`config.mk`:
```
export PLATFORM = sky130hd
export DESIGN_NAME = working_set_window_counter_flat
export DESIGN_NICKNAME = d
export VERILOG_FILES = /design/src/design/wswc_pkg.sv /design/src/design/wswc_if.sv /design/src/design/working_set_window_counter.sv /design/src/design/wswc_in_stage.sv /design/src/design/wswc_page_cam.sv /design/src/flat_wrapper.sv
export SDC_FILE = /design/constraint.sdc
export NUM_CORES = 1
export LEC_CHECK = 0
export BUFFER_PORTS_ARGS = -buffer_cell sky130_fd_sc_hd__buf_2
export CAP_MARGIN = 20
export CORE_ASPECT_RATIO = 2
export CORE_UTILIZATION = 55
export DETAILED_ROUTE_END_ITERATION = 6
export GPL_ROUTABILITY_DRIVEN = 0
export MAX_ROUTING_LAYER = met4
export PLACE_DENSITY = 0.8
export REMOVE_ABC_BUFFERS = 1
export SYNTH_ARGS = -nofsm -noshare
export SYNTH_HDL_FRONTEND = slang
export SYNTH_SLANG_ARGS = --single-unit
```
`constraint.sdc`:
```
create_clock -name i_clk -period 8.8 [get_ports i_clk]
set_input_delay 0 -clock i_clk [delete_from_list [all_inputs] [get_ports i_clk]]
set_output_delay 0 -clock i_clk [all_outputs]
set_load 0.05 [all_outputs]
```
`src/design/wswc_pkg.sv`:
```
// ============================================================================
// wswc_pkg - shared types and constants for the working-set window counter
// Field widths, page mapping, operation codes and small helper functions.
// ============================================================================
package wswc_pkg;

    // Payload widths
    localparam int ADDR_W   = 32;
    localparam int CFG_W    = 5;
    localparam int WNUM_W   = 16;
    localparam int SIZE_W   = 5;
    localparam int SIZE_MAX = (1 << SIZE_W) - 1;

    // Window store depth and page mapping (page size is a power of two)
    localparam int MAX_WINDOW = 20;
    localparam int PAGE_BYTES = 2;
    localparam int PAGE_SHIFT = $clog2(PAGE_BYTES);
    localparam int PAGE_W     = ADDR_W - PAGE_SHIFT;
    localparam int IDX_W      = (MAX_WINDOW > 1) ? $clog2(MAX_WINDOW) : 1;
    localparam int CNT_W      = $clog2(MAX_WINDOW + 1);

    localparam logic [CFG_W-1:0] WINDOW_LENGTH_RESET = CFG_W'(20);

    // Operation codes
    localparam logic [0:0] OP_ACCESS = 1'b0;
    localparam logic [0:0] OP_FLUSH  = 1'b1;

    // Registered request handed from the input stage
    typedef struct packed {
        logic [0:0]        op;
        logic [PAGE_W-1:0] page;
    } t_item;

    // Control into the page store
    typedef struct packed {
        logic              access;
        logic              close;
        logic [PAGE_W-1:0] page;
    } t_cam_req;

    // Status out of the page store
    typedef struct packed {
        logic [CNT_W-1:0] count;
        logic [CNT_W-1:0] count_next;
    } t_cam_rsp;

    // Zero means one, above the store depth means the store depth
    function automatic logic [CNT_W-1:0] eff_len(input logic [CFG_W-1:0] wl);
        logic [CNT_W-1:0] res;
        if (wl == '0) begin
            res = CNT_W'(1);
        end else if (32'(wl) > MAX_WINDOW) begin
            res = CNT_W'(MAX_WINDOW);
        end else begin
            res = CNT_W'(wl);
        end
        return res;
    endfunction

    function automatic logic [SIZE_W-1:0] sat_size(input logic [CNT_W-1:0] c);
        logic [SIZE_W-1:0] res;
        if (32'(c) > SIZE_MAX) begin
            res = SIZE_W'(SIZE_MAX);
        end else begin
            res = SIZE_W'(c);
        end
        return res;
    endfunction

endpackage

```
`src/design/wswc_if.sv`:
```
// ============================================================================
// wswc_if - valid/ready channels of the working-set window counter
// Access requests, window results and the window length write channel.
// ============================================================================
interface wswc_in_if;
    logic                       valid;
    logic                       ready;
    logic [0:0]                 operation;
    logic [wswc_pkg::ADDR_W-1:0] address;

    modport source (output valid, output operation, output address, input ready);
    modport sink   (input valid, input operation, input address, output ready);
endinterface

interface wswc_out_if;
    logic                        valid;
    logic                        ready;
    logic [wswc_pkg::WNUM_W-1:0] window_number;
    logic [wswc_pkg::SIZE_W-1:0] working_set_size;

    modport source (output valid, output window_number, output working_set_size,
                    input ready);
    modport sink   (input valid, input window_number, input working_set_size,
                    output ready);
endinterface

interface wswc_cfg_if;
    logic                       valid;
    logic                       ready;
    logic [wswc_pkg::CFG_W-1:0] window_length;

    modport source (output valid, output window_length, input ready);
    modport sink   (input valid, input window_length, output ready);
endinterface

```
`src/design/working_set_window_counter.sv`:
```
// ============================================================================
// working_set_window_counter - top level
// Counts distinct pages per fixed window of accesses and emits one result
// per closed window (or per flush of a non-empty partial window).
// ============================================================================
//
// Channel  | Dir | Payload                             | Handshake
// ---------+-----+-------------------------------------+------------
// i_req    | in  | operation, address                  | valid/ready
// o_rsp    | out | window_number, working_set_size     | valid/ready
// i_cfg    | in  | window_length                       | valid/ready
//
// One request per cycle while no result waits for o_rsp.ready. A request is
// taken into the input register; its result (if any) is written to the result
// register. The page compare, the count update and the window close are
// combinational between the input register and the result register. A result
// waiting in the result register holds the held request, whether or not that
// request closes a window; ready on i_req then follows o_rsp.ready.
// Reset (synchronous, active low) clears counters, valids and sets the window
// length to 20. The page store needs no clearing; its fill count gates it.
//
module working_set_window_counter (
    input  logic       i_clk,
    input  logic       i_rst_n,
    wswc_in_if.sink    i_req,
    wswc_out_if.source o_rsp,
    wswc_cfg_if.sink   i_cfg
);

    // Window length register; the user writes it only while idle, the block does not enforce this
    logic [wswc_pkg::CFG_W-1:0] r_window_length;

    assign i_cfg.ready = 1'b1;

    always_ff @(posedge i_clk) begin
        if (!i_rst_n) begin
            r_window_length <= wswc_pkg::WINDOW_LENGTH_RESET;
        end else if (i_cfg.valid && i_cfg.ready) begin
            r_window_length <= i_cfg.window_length;
        end
    end

    // Input register
    logic            in_valid;
    wswc_pkg::t_item in_item;
    logic            proc;

    wswc_in_stage u_in_stage (
        .i_clk   (i_clk),
        .i_rst_n (i_rst_n),
        .i_req   (i_req),
        .i_take  (proc),
        .o_valid (in_valid),
        .o_item  (in_item)
    );

    // Window state
    logic [wswc_pkg::CNT_W-1:0]  r_win_pos;
    logic [wswc_pkg::WNUM_W-1:0] r_win_cnt;

    // Result register
    logic                        r_out_valid;
    logic [wswc_pkg::WNUM_W-1:0] r_out_num;
    logic [wswc_pkg::SIZE_W-1:0] r_out_size;

    logic                     is_flush;
    logic                     access;
    logic                     flush_emit;
    logic                     close_acc;
    logic                     emit;
    logic [wswc_pkg::CNT_W:0] pos_next;
    logic [wswc_pkg::CNT_W-1:0] emit_count;

    wswc_pkg::t_cam_req cam_req;
    wswc_pkg::t_cam_rsp cam_rsp;

    // Process the held request when the result register can take a result
    assign proc       = in_valid && (!r_out_valid || o_rsp.ready);
    assign is_flush   = (in_item.op == wswc_pkg::OP_FLUSH);
    assign access     = proc && !is_flush;
    // Flush of an empty window is consumed silently
    assign flush_emit = proc && is_flush && (r_win_pos != '0);
    assign pos_next   = {1'b0, r_win_pos} + 1'b1;
    // >= covers a length lowered mid-window
    assign close_acc  = access &&
                        (pos_next >= {1'b0, wswc_pkg::eff_len(r_window_length)});
    assign emit       = close_acc || flush_emit;
    assign emit_count = is_flush ? cam_rsp.count : cam_rsp.count_next;

    assign cam_req.access = access;
    assign cam_req.close  = emit;
    assign cam_req.page   = in_item.page;

    wswc_page_cam u_page_cam (
        .i_clk   (i_clk),
        .i_rst_n (i_rst_n),
        .i_req   (cam_req),
        .o_rsp   (cam_rsp)
    );

    always_ff @(posedge i_clk) begin
        if (!i_rst_n) begin
            r_win_pos <= '0;
            r_win_cnt <= '0;
        end else begin
            if (emit) begin
                r_win_pos <= '0;
                r_win_cnt <= r_win_cnt + 1'b1;   // wraps
            end else if (access) begin
                r_win_pos <= pos_next[wswc_pkg::CNT_W-1:0];
            end
        end
    end

    always_ff @(posedge i_clk) begin
        if (!i_rst_n) begin
            r_out_valid <= 1'b0;
        end else if (emit) begin
            r_out_valid <= 1'b1;
        end else if (o_rsp.ready) begin
            r_out_valid <= 1'b0;
        end
    end

    always_ff @(posedge i_clk) begin
        if (emit) begin
            r_out_num  <= r_win_cnt;
            r_out_size <= wswc_pkg::sat_size(emit_count);
        end
    end

    assign o_rsp.valid            = r_out_valid;
    assign o_rsp.window_number    = r_out_num;
    assign o_rsp.working_set_size = r_out_size;

`ifndef ASSERT_OFF
    // Position never reaches the store depth between requests
    a_pos_range: assert property (@(posedge i_clk) disable iff (!i_rst_n)
        32'(r_win_pos) < wswc_pkg::MAX_WINDOW)
        else $error("window position out of range");

    // Distinct pages never exceed accesses taken into the window
    a_count_le_pos: assert property (@(posedge i_clk) disable iff (!i_rst_n)
        cam_rsp.count <= r_win_pos)
        else $error("distinct count exceeds window position");

    // A closed window leaves a result and an empty window behind
    a_emit_effect: assert property (@(posedge i_clk) disable iff (!i_rst_n)
        emit |=> (r_out_valid && (r_win_pos == '0) && (cam_rsp.count == '0)))
        else $error("window close not reflected");

    // Window index moves only with a result
    a_cnt_stable: assert property (@(posedge i_clk) disable iff (!i_rst_n)
        !emit |=> $stable(r_win_cnt))
        else $error("window index changed without a result");
`endif

endmodule

```
`src/design/wswc_in_stage.sv`:
```
// ============================================================================
// wswc_in_stage - input register
// Captures one request, maps the address to its page number.
// ============================================================================
module wswc_in_stage (
    input  logic             i_clk,
    input  logic             i_rst_n,
    wswc_in_if.sink          i_req,
    input  logic             i_take,
    output logic             o_valid,
    output wswc_pkg::t_item  o_item
);

    logic            r_valid;
    wswc_pkg::t_item r_item;

    assign i_req.ready = !r_valid || i_take;
    assign o_valid     = r_valid;
    assign o_item      = r_item;

    always_ff @(posedge i_clk) begin
        if (!i_rst_n) begin
            r_valid <= 1'b0;
        end else if (i_req.ready) begin
            r_valid <= i_req.valid;
        end
    end

    always_ff @(posedge i_clk) begin
        if (i_req.valid && i_req.ready) begin
            r_item.op   <= i_req.operation;
            r_item.page <= i_req.address[wswc_pkg::ADDR_W-1:wswc_pkg::PAGE_SHIFT];
        end
    end

endmodule

```
`src/design/wswc_page_cam.sv`:
```
// ============================================================================
// wswc_page_cam - distinct page store
// Parallel compare of a page against the valid entries, append on a miss.
// ============================================================================
module wswc_page_cam (
    input  logic               i_clk,
    input  logic               i_rst_n,
    input  wswc_pkg::t_cam_req i_req,
    output wswc_pkg::t_cam_rsp o_rsp
);

    logic [wswc_pkg::PAGE_W-1:0] r_pages [wswc_pkg::MAX_WINDOW];
    logic [wswc_pkg::CNT_W-1:0]  r_count;
    logic [wswc_pkg::MAX_WINDOW-1:0] hit_vec;
    logic hit;

    // Only entries below the fill count take part
    always_comb begin
        for (int i = 0; i < wswc_pkg::MAX_WINDOW; i++) begin
            hit_vec[i] = (32'(i) < 32'(r_count)) && (r_pages[i] == i_req.page);
        end
    end

    assign hit              = |hit_vec;
    assign o_rsp.count      = r_count;
    assign o_rsp.count_next = hit ? r_count : r_count + 1'b1;

    always_ff @(posedge i_clk) begin
        if (!i_rst_n) begin
            r_count <= '0;
        end else if (i_req.close) begin
            r_count <= '0;
        end else if (i_req.access) begin
            r_count <= o_rsp.count_next;
        end
    end

    always_ff @(posedge i_clk) begin
        if (i_req.access && !hit && (32'(r_count) < wswc_pkg::MAX_WINDOW)) begin
            r_pages[r_count[wswc_pkg::IDX_W-1:0]] <= i_req.page;
        end
    end

endmodule

```
`src/flat_wrapper.sv`:
```
// flat-port wrapper written by rule: the top's interface ports become plain ports
module working_set_window_counter_flat 
  (i_clk, i_rst_n, i_req_valid, i_req_operation, i_req_address, i_req_ready, o_rsp_valid, o_rsp_window_number, o_rsp_working_set_size, o_rsp_ready, i_cfg_valid, i_cfg_window_length, i_cfg_ready);
  wswc_in_if i_req_i ();
  wswc_out_if o_rsp_i ();
  wswc_cfg_if i_cfg_i ();
  input  logic i_clk;
  input  logic i_rst_n;
  input wire logic [$bits(i_req_i.valid)-1:0] i_req_valid;
  input wire logic [$bits(i_req_i.operation)-1:0] i_req_operation;
  input wire logic [$bits(i_req_i.address)-1:0] i_req_address;
  output wire logic [$bits(i_req_i.ready)-1:0] i_req_ready;
  output wire logic [$bits(o_rsp_i.valid)-1:0] o_rsp_valid;
  output wire logic [$bits(o_rsp_i.window_number)-1:0] o_rsp_window_number;
  output wire logic [$bits(o_rsp_i.working_set_size)-1:0] o_rsp_working_set_size;
  input wire logic [$bits(o_rsp_i.ready)-1:0] o_rsp_ready;
  input wire logic [$bits(i_cfg_i.valid)-1:0] i_cfg_valid;
  input wire logic [$bits(i_cfg_i.window_length)-1:0] i_cfg_window_length;
  output wire logic [$bits(i_cfg_i.ready)-1:0] i_cfg_ready;
  assign i_req_i.valid = i_req_valid;
  assign i_req_i.operation = i_req_operation;
  assign i_req_i.address = i_req_address;
  assign i_req_ready = i_req_i.ready;
  assign o_rsp_valid = o_rsp_i.valid;
  assign o_rsp_window_number = o_rsp_i.window_number;
  assign o_rsp_working_set_size = o_rsp_i.working_set_size;
  assign o_rsp_i.ready = o_rsp_ready;
  assign i_cfg_i.valid = i_cfg_valid;
  assign i_cfg_i.window_length = i_cfg_window_length;
  assign i_cfg_ready = i_cfg_i.ready;
  working_set_window_counter u_core (.i_clk(i_clk), .i_rst_n(i_rst_n), .i_req(i_req_i), .o_rsp(o_rsp_i), .i_cfg(i_cfg_i));
endmodule
```
==> results.yml, run 1 <==
critical_path:
  rr_endpoint: "u_core.u_page_cam.r_pages[11][2]"
  worst_setup_path_end_kind: "flop"
  startpoint_type: "flop"
  reg2reg_setup_slack_ns: 4.06
  r2r-start: "u_core.u_in_stage.o_item[10]"
  r2r_cells: 10
  critPathMaxFanout: 31
  crit_arrival_ns: 4.99
  path_class: "flop to flop"
  required_ns: 9.05
floorplanning:
  num_rows: 120
  core_mm2: 0.0536
  start_util_pct: 55.8
  fp.dieH_um: 332
  die_w_um: 167
  dieArea_mm2: 0.0554
  io_pins: 67
timing:
  period_needed_ns: 4.74
  rsz0062_at_grt: "false"
  tightest_slew_ns: 1.13
  max_slew_margin_pct: 24.5
  skew_ns: 0.0254
  hold_violations: 0
  tns_ns: 0
  fmax_ghz: 0.211
  fin_hold_ws_ns: 0.100
  finalCritPeriodShare_pct: 53.8
  finalSetupViolCount: 0
  finalMaxSlewViolations: 0
final_layout:
  multi_input_area_mm2: 0.00833
  syn_to_final_growth_pct: 10.8
  register_area_mm2: 0.0209
  num-fill-cells: 3521
  final_nets: 2066
  drive_gt1_share_pct: 11.5
  finalNonFillerCells: 2724
logic_synthesis:
  avgSynthCellArea_um2: 16.1
  synth-seq-cells: 706
  synth_cell_types: 52
  ys_seq_area_share_pct: 69.7
  syn_inst: 1855
  async_flop_share_pct: 0
  syn-cell-area_mm2: 0.0299
  dominantRegCellSynth: "edfxtp_1"
  ys_warn_count: 0
  synth_edf_count: 673
detailed_routing:
  ant_nets: 0
  wl_mm: 69.4
  vias: 16400
  dr.first_iter.drc_count: 1325
  drt_drc_violations_left: 0
  first_pass_iters: 5
  viasPerCell: 6.01
  wl_per_cell_um: 25.5
clock_network:
  clk_latency_ns: 0.61
  cts_made_buffers: 53
  tritoncts: "yes"
  cts_buffer_depth: 3
  htree_levels: 2
  path_clk_slew_ns: 0.08
  cts.sinks: 706
  root_buffer: "clkbuf_16"
  cts_resized: 0
run_status:
  status: "finished clean"
power_and_ir_drop:
  cellPowerDensity_mw_per_mm2: 197
  power.leakage_nw: 10.6
  vdd_drop_max_mv: 0.250
  total_power_mw: 6.54
place:
  dp.cells: 2574
  hpwl_mm: 39.0
  io_buffers: 64
min_path:
  hold-path-endpoint: "u_core.u_in_stage.o_item[19]"
  min_path_type: "input port to flop"
  hold_start: "i_req_address[20]"
  min_path_cells: 2
global_routing:
  grtUsageTotal_pct: 26.0
  antenna_found_initial: 1
  grt_pass1_vias: 17400
  grt_max_degree: 41
  grt_pass1_wl_mm: 104
  grt-ovfl-total: 0
flow_run:
  maxCapViolations: 0
[layout by cell type (no fill, tap or decap), types with 8 or more instances in the layout]
cell type	instances
xnor2_1	338
a21boi_0	11
o21ai_0	15
dfxtp_1	33
a21oi_1	10
mux2i_1	8
buf_4	62
inv_1	14
ha_1	12
nor3_1	15
nor4_1	83
nand2_1	29
nor2_1	18
or3_1	16
clkinv_2	15
buf_2	64
nand4_1	105
xor2_1	295
dlygate4sd3_1	52
nand3_1	25
clkbuf_16	57
edfxtp_1	673
[sequential cells by signal, summed over array words and instances, names as in the netlist]
register / cells
u_core.u_page_cam.r_pages: 620
u_core.u_in_stage.o_item: 32
u_core.o_rsp.window_number: 16
u_core.r_win_cnt: 16
u_core.o_rsp.working_set_size: 5
u_core.r_win_pos: 5
u_core.r_window_length: 5
u_core.u_page_cam.r_count: 5
u_core.o_rsp.valid: 1
u_core.u_in_stage.o_valid: 1
[worst max-delay path by stage]
stage	startpoint	endpoint	slack, ns	cells past startpoint
global placement	u_core.u_in_stage.o_item[10]	u_core.u_page_cam.r_pages[19][0]	4.22	10
CTS	u_core.u_in_stage.o_item[10]	u_core.u_page_cam.r_pages[12][4]	4.06	8
finish	u_core.u_in_stage.o_item[10]	u_core.u_page_cam.r_pages[11][2]	4.06	10
detailed placement	u_core.u_in_stage.o_item[10]	u_core.u_page_cam.r_pages[12][4]	4.10	8
floorplan	u_core.u_in_stage.o_item[30]	u_core.u_page_cam.r_pages[19][0]	2.54	8
global route	u_core.u_in_stage.o_item[26]	u_core.u_page_cam.r_pages[19][29]	3.81	10
[cell usage after synthesis, drive strengths merged, types with 3 or more instances]
cell type	n	area share, %
ha	12	0.50
o22ai	3	0.063
buf	68	2.5
xor2	295	8.6
and2	6	0.13
nand3	25	0.42
xnor2	338	9.9
nand2	31	0.42
nor4	94	2.1
edfxtp	673	68
a21boi	12	0.30
inv	14	0.18
or3	16	0.33
a21o	4	0.10
a21oi	10	0.17
and4	4	0.12
clkbuf	10	0.13
o21ai	15	0.25
nor3	24	0.47
dfxtp	33	2.2
nand2b	7	0.15
nor2	19	0.24
mux2i	8	0.27
nor2b	6	0.13
nand4	105	2.2
[area by class of cell]
type | instances | area share, %
clock inverters | 32 | 0.834
clock buffers | 64 | 4.41
well taps | 671 | 2.53
diodes | 1 | 0.00754
flip-flops and latches | 706 | 62.9
multi-input cells | 1057 | 25.1
inverters | 14 | 0.158
repair buffers | 179 | 4.02
[worst max-delay path: stages, from the launching register on]
cell,delay [ns]
edfxtp_1,0.85
buf_4,0.58
xor2_1,0.21
nor4_1,0.08
nand4_1,0.09
o22ai_1,0.23
or3_1,0.43
nor4_4,0.71
nand2_4,0.37
nor4_2,0.38
buf_4,0.43
[metrics by stage]
step                worst slack, ns  instance area, um^2  utilization [%]
detailed placement             4.10                30900             57.6
global route                   3.81                33200             61.9
finish                         4.06                33200             61.9
floorplan                      2.54                29200                -
CTS                            4.06                33100             61.8
global placement               4.22                30900             57.6
[where the power goes]
group,internal [mW],switching (mW)
clock network,1.31,1.14
logic,0.130,0.245
registers,3.69,0.0256
total,5.13,1.41
[kinds of logic (layout without fill, tap and decap cells)]
kind of cell,Yosys count,after routing,share of synthesized area (%)
DFF,706,706,69.7
xor gates and xnor gates,633,633,18.5
and+or+nand+nor,342,342,6.85
buffers and inverters,92,289,2.78
AOI/OAI and AO/OA,60,60,1.31
adders and majority gates,12,12,0.502
muxes,9,9,0.305
other,1,2,0.0125
[routing by layer]
| layer | wire length, um | GRT usage (%) | vias up |
|---|---|---|---|
| li1 | - | - | 7106 |
| met1 | 24400 | 28.3 | 8335 |
| met2 | 37200 | 46.6 | 743 |
| met3 | 4090 | 2.78 | 186 |
| met4 | 3690 | 13.5 | 0 |
| met5 | 0 | - | - |
[what timing repair did]
item,4_1_cts,5_1_grt
hold buffers,52,0
endpoints found under the hold margin,56,0
setup buffers,0,0
Note: power is estimated with default switching activity, not from simulation.
==> run 2: changes to the inputs <==
--- a/config.mk
+++ b/config.mk
@@ -5,6 +5,7 @@
 export SDC_FILE = /design/constraint.sdc
 export NUM_CORES = 1
 export LEC_CHECK = 0
+export ABC_AREA = 1
 export BUFFER_PORTS_ARGS = -buffer_cell sky130_fd_sc_hd__buf_2
 export CAP_MARGIN = 20
 export CORE_ASPECT_RATIO = 2
==> constraint.sdc (replaced) <==
create_clock -name i_clk -period 4.8 [get_ports i_clk]
set_input_delay 0 -clock i_clk [delete_from_list [all_inputs] [get_ports i_clk]]
set_output_delay 0 -clock i_clk [all_outputs]
set_load 0.05 [all_outputs]
==> results.yml, run 2 <==
timing:
  fin_ws_ns: 0.727
  max_slew_margin_pct: 15.4
  tightest_slew_ns: 1.27
  period_needed_ns: 4.07
  finalSetupViolCount: 0
  tns_ns: 0
  skew_ns: 0.0396
  fmax_ghz: 0.246
  hold_violations: 0
  finalCritPeriodShare_pct: 84.8
  finalMaxSlewViolations: 0
  rsz0062_at_grt: "false"
logic_synthesis:
  avgSynthCellArea_um2: 10.0
  yosys-top-cells-count: "nand2_1 (972), edfxtp_1 (673), nor2_1 (496), inv_1 (308), xnor2_1 (265)"
  dominantRegCellSynth: "edfxtp_1"
  yosys.area.top_type_share_pct: 57.6
  yosysTopAreaCell: "edfxtp_1"
  syn_inst: 3505
  synth_cell_types: 53
  syn-cell-area_mm2: 0.0351
  ys_warn_count: 0
  yosysMostFrequentCell: "nand2_1"
  synth_edf_count: 673
  async_flop_share_pct: 0
  ys_seq_area_share_pct: 59.5
  synth-seq-cells: 706
  synth.area.top_cells: "edfxtp_1 (58%), nand2_1 (10%), xnor2_1 (6.6%), nor2_1 (5.3%), xor2_1 (3.7%)"
detailed_routing:
  first_pass_iters: 7
  vias: 27000
  dr.first_iter.drc_count: 2973
  wl_mm: 112
  wl_per_cell_um: 24.7
  drt_drc_violations_left: 1
  viasPerCell: 5.98
  ant_nets: 0
power_and_ir_drop:
  power.leakage_nw: 15.0
  vdd_drop_max_mv: 0.349
  cellPowerDensity_mw_per_mm2: 337
min_path:
  hold-path-endpoint: "u_core.u_in_stage.o_item[3]"
  hold_start: "i_req_address[4]"
  min_path_type: "input port to flop"
  min_path_cells: 2
critical_path:
  worst_setup_path_end_kind: "flop"
  path_cells: "buf_12 -> xnor2_1 -> nand2_1 -> nor2_1 -> nand2_1 -> nor2_1 -> nand3_1 -> nand2_1 -> nor2_2 -> nand3_4 -> nor2_8 -> nand3_2 -> nor2_2 -> buf_12"
  crit_arrival_ns: 4.39
  slowest_delay_ns: 1.20
  r2r-start: "u_core.u_in_stage.o_item[16]"
  required_ns: 5.11
  reg2reg_setup_slack_ns: 0.73
  cp_slowest_cell: "edfxtp_1"
  r2r_cells: 14
  cpMostUsedCell: "nand2_1"
  crit_family: "simple AND/OR/NAND/NOR gates"
  critPathMaxFanout: 31
  rr_endpoint: "u_core.u_page_cam.r_pages[7][12]"
  critPathBufInv: 2
  path_class: "flop to flop"
  startpoint_type: "flop"
clock_network:
  tritoncts: "yes"
  root_buffer: "clkbuf_16"
  hold_buffers: 52
  postCtsSetupBuffers: 0
  htree_levels: 2
  cts_resized: 0
  clk_latency_ns: 0.65
  cts_buffer_depth: 3
  cts.sinks: 706
  path_clk_slew_ns: 0.08
  cts_made_buffers: 53
final_layout:
  final_cell_mix: "nand2_1 (972), edfxtp_1 (673), nor2_1 (476), inv_1 (308), xnor2_1 (265)"
  final_nets: 3728
  drive_gt1_share_pct: 8.18
  num-fill-cells: 4562
  largest_reg_flops: 620
  syn_to_final_growth_pct: 11.4
  layout_commonest_cell: "nand2_1"
place:
  io_buffers: 64
  dpl_worst_slack_ns: 1.09
  hpwl_mm: 70.4
global_routing:
  grt_pass1_wl_mm: 163
  grt-ovfl-total: 0
  grt_pass1_vias: 27500
  grtUsageTotal_pct: 35.6
  antenna_found_initial: 3
  grt_max_degree: 43
floorplanning:
  core_mm2: 0.0629
  die_w_um: 181
  start_util_pct: 55.7
  dieArea_mm2: 0.0648
  io_pins: 67
  num_rows: 130
  fp.dieH_um: 359
run_status:
  status: "finished with violations"
  violations: "DRC"
flow_run:
  maxCapViolations: 0
## run 2: cell count changes after synthesis, moves of 76 or more
cell	before	now
nand3_1	25	101
inv_1	14	308
nor4_1	89	6
xor2_1	295	149
nor2_1	19	496
nand2_1	29	972
## run 2: worst max-delay path by stage
stage / from / end / slack, ns / cells past startpoint
after floorplan: u_core.u_in_stage.o_item[30] / u_core.u_page_cam.r_pages[11][0] / 0.39 / 13
after global placement: u_core.u_in_stage.o_item[16] / u_core.u_page_cam.r_pages[11][9] / 1.10 / 14
after detailed placement: u_core.u_in_stage.o_item[16] / u_core.u_page_cam.r_pages[11][30] / 1.09 / 14
after CTS: u_core.u_in_stage.o_item[16] / u_core.u_page_cam.r_pages[7][23] / 1.02 / 14
after global routing: u_core.u_in_stage.o_item[24] / u_core.u_page_cam.r_pages[11][30] / 0.74 / 13
final: u_core.u_in_stage.o_item[16] / u_core.u_page_cam.r_pages[7][12] / 0.73 / 14
## run 2: metrics by stage
stage	util (%)	hold slack, ns	total power, mW	area (um^2)	instances
2_1_floorplan	-	0.0989	7.86	34300	3411
3_3_place_gp	58.4	0.176	8.51	36700	4355
3_5_place_dp	58.4	0.178	8.54	36700	4355
4_1_cts	61.9	0.0692	13.0	39000	4505
5_1_grt	62.1	0.0721	13.4	39100	4510
6_report	62.1	0.0648	13.1	39100	4512
## run 2: metal layers
| metal | wire length (um) | global-route usage [%] | vias to the layer above |
|---|---|---|---|
| met5 | 0 | - | - |
| met4 | 12700 | 32.5 | 0 |
| met3 | 11900 | 7.57 | 739 |
| met2 | 52700 | 58.2 | 1928 |
| met1 | 34200 | 35.4 | 12500 |
| li1 | - | - | 11800 |
## run 2: report_power, final
part	leakage [nW]	switching, mW	total (mW)	internal (mW)
logic	7.79	1.16	1.62	0.464
clock network	0.847	2.17	4.60	2.43
registers	6.33	0.0865	6.92	6.83
total	15.0	3.42	13.1	9.73
## run 2: worst reg2reg max path: cells and delay by family (launching register included)
family        cells  cell delay [ns]
xor+xnor          1             0.12
flops             1             1.20
simple gates     11             1.91
buf+inv           2             0.49
## run 2: cells by family (layout without fill, tap and decap cells)
group / after synthesis / after routing / synth area share (%)
AND/OR/NAND/NOR: 1854 / 1854 / 22.5
flip-flops: 706 / 706 / 59.5
buffers and inverters: 423 / 634 / 5.65
XOR/XNOR: 416 / 416 / 10.4
AO/OA/AOI/OAI: 93 / 93 / 1.41
adder cells (fa/ha/maj): 12 / 12 / 0.428
other: 1 / 5 / 0.0107
## run 2: final cells by class
class | count | area [um^2] | share of cell area [%]
Sequential cell | 706 | 20900 | 53.4
Multi-Input combinational cell | 2376 | 12300 | 31.4
Timing Repair Buffer | 207 | 1960 | 5.03
Clock buffer | 67 | 1420 | 3.64
Inverter | 329 | 1230 | 3.16
Tap cell | 792 | 991 | 2.54
Clock inverter | 31 | 318 | 0.814
Antenna cell | 4 | 10.0 | 0.0256
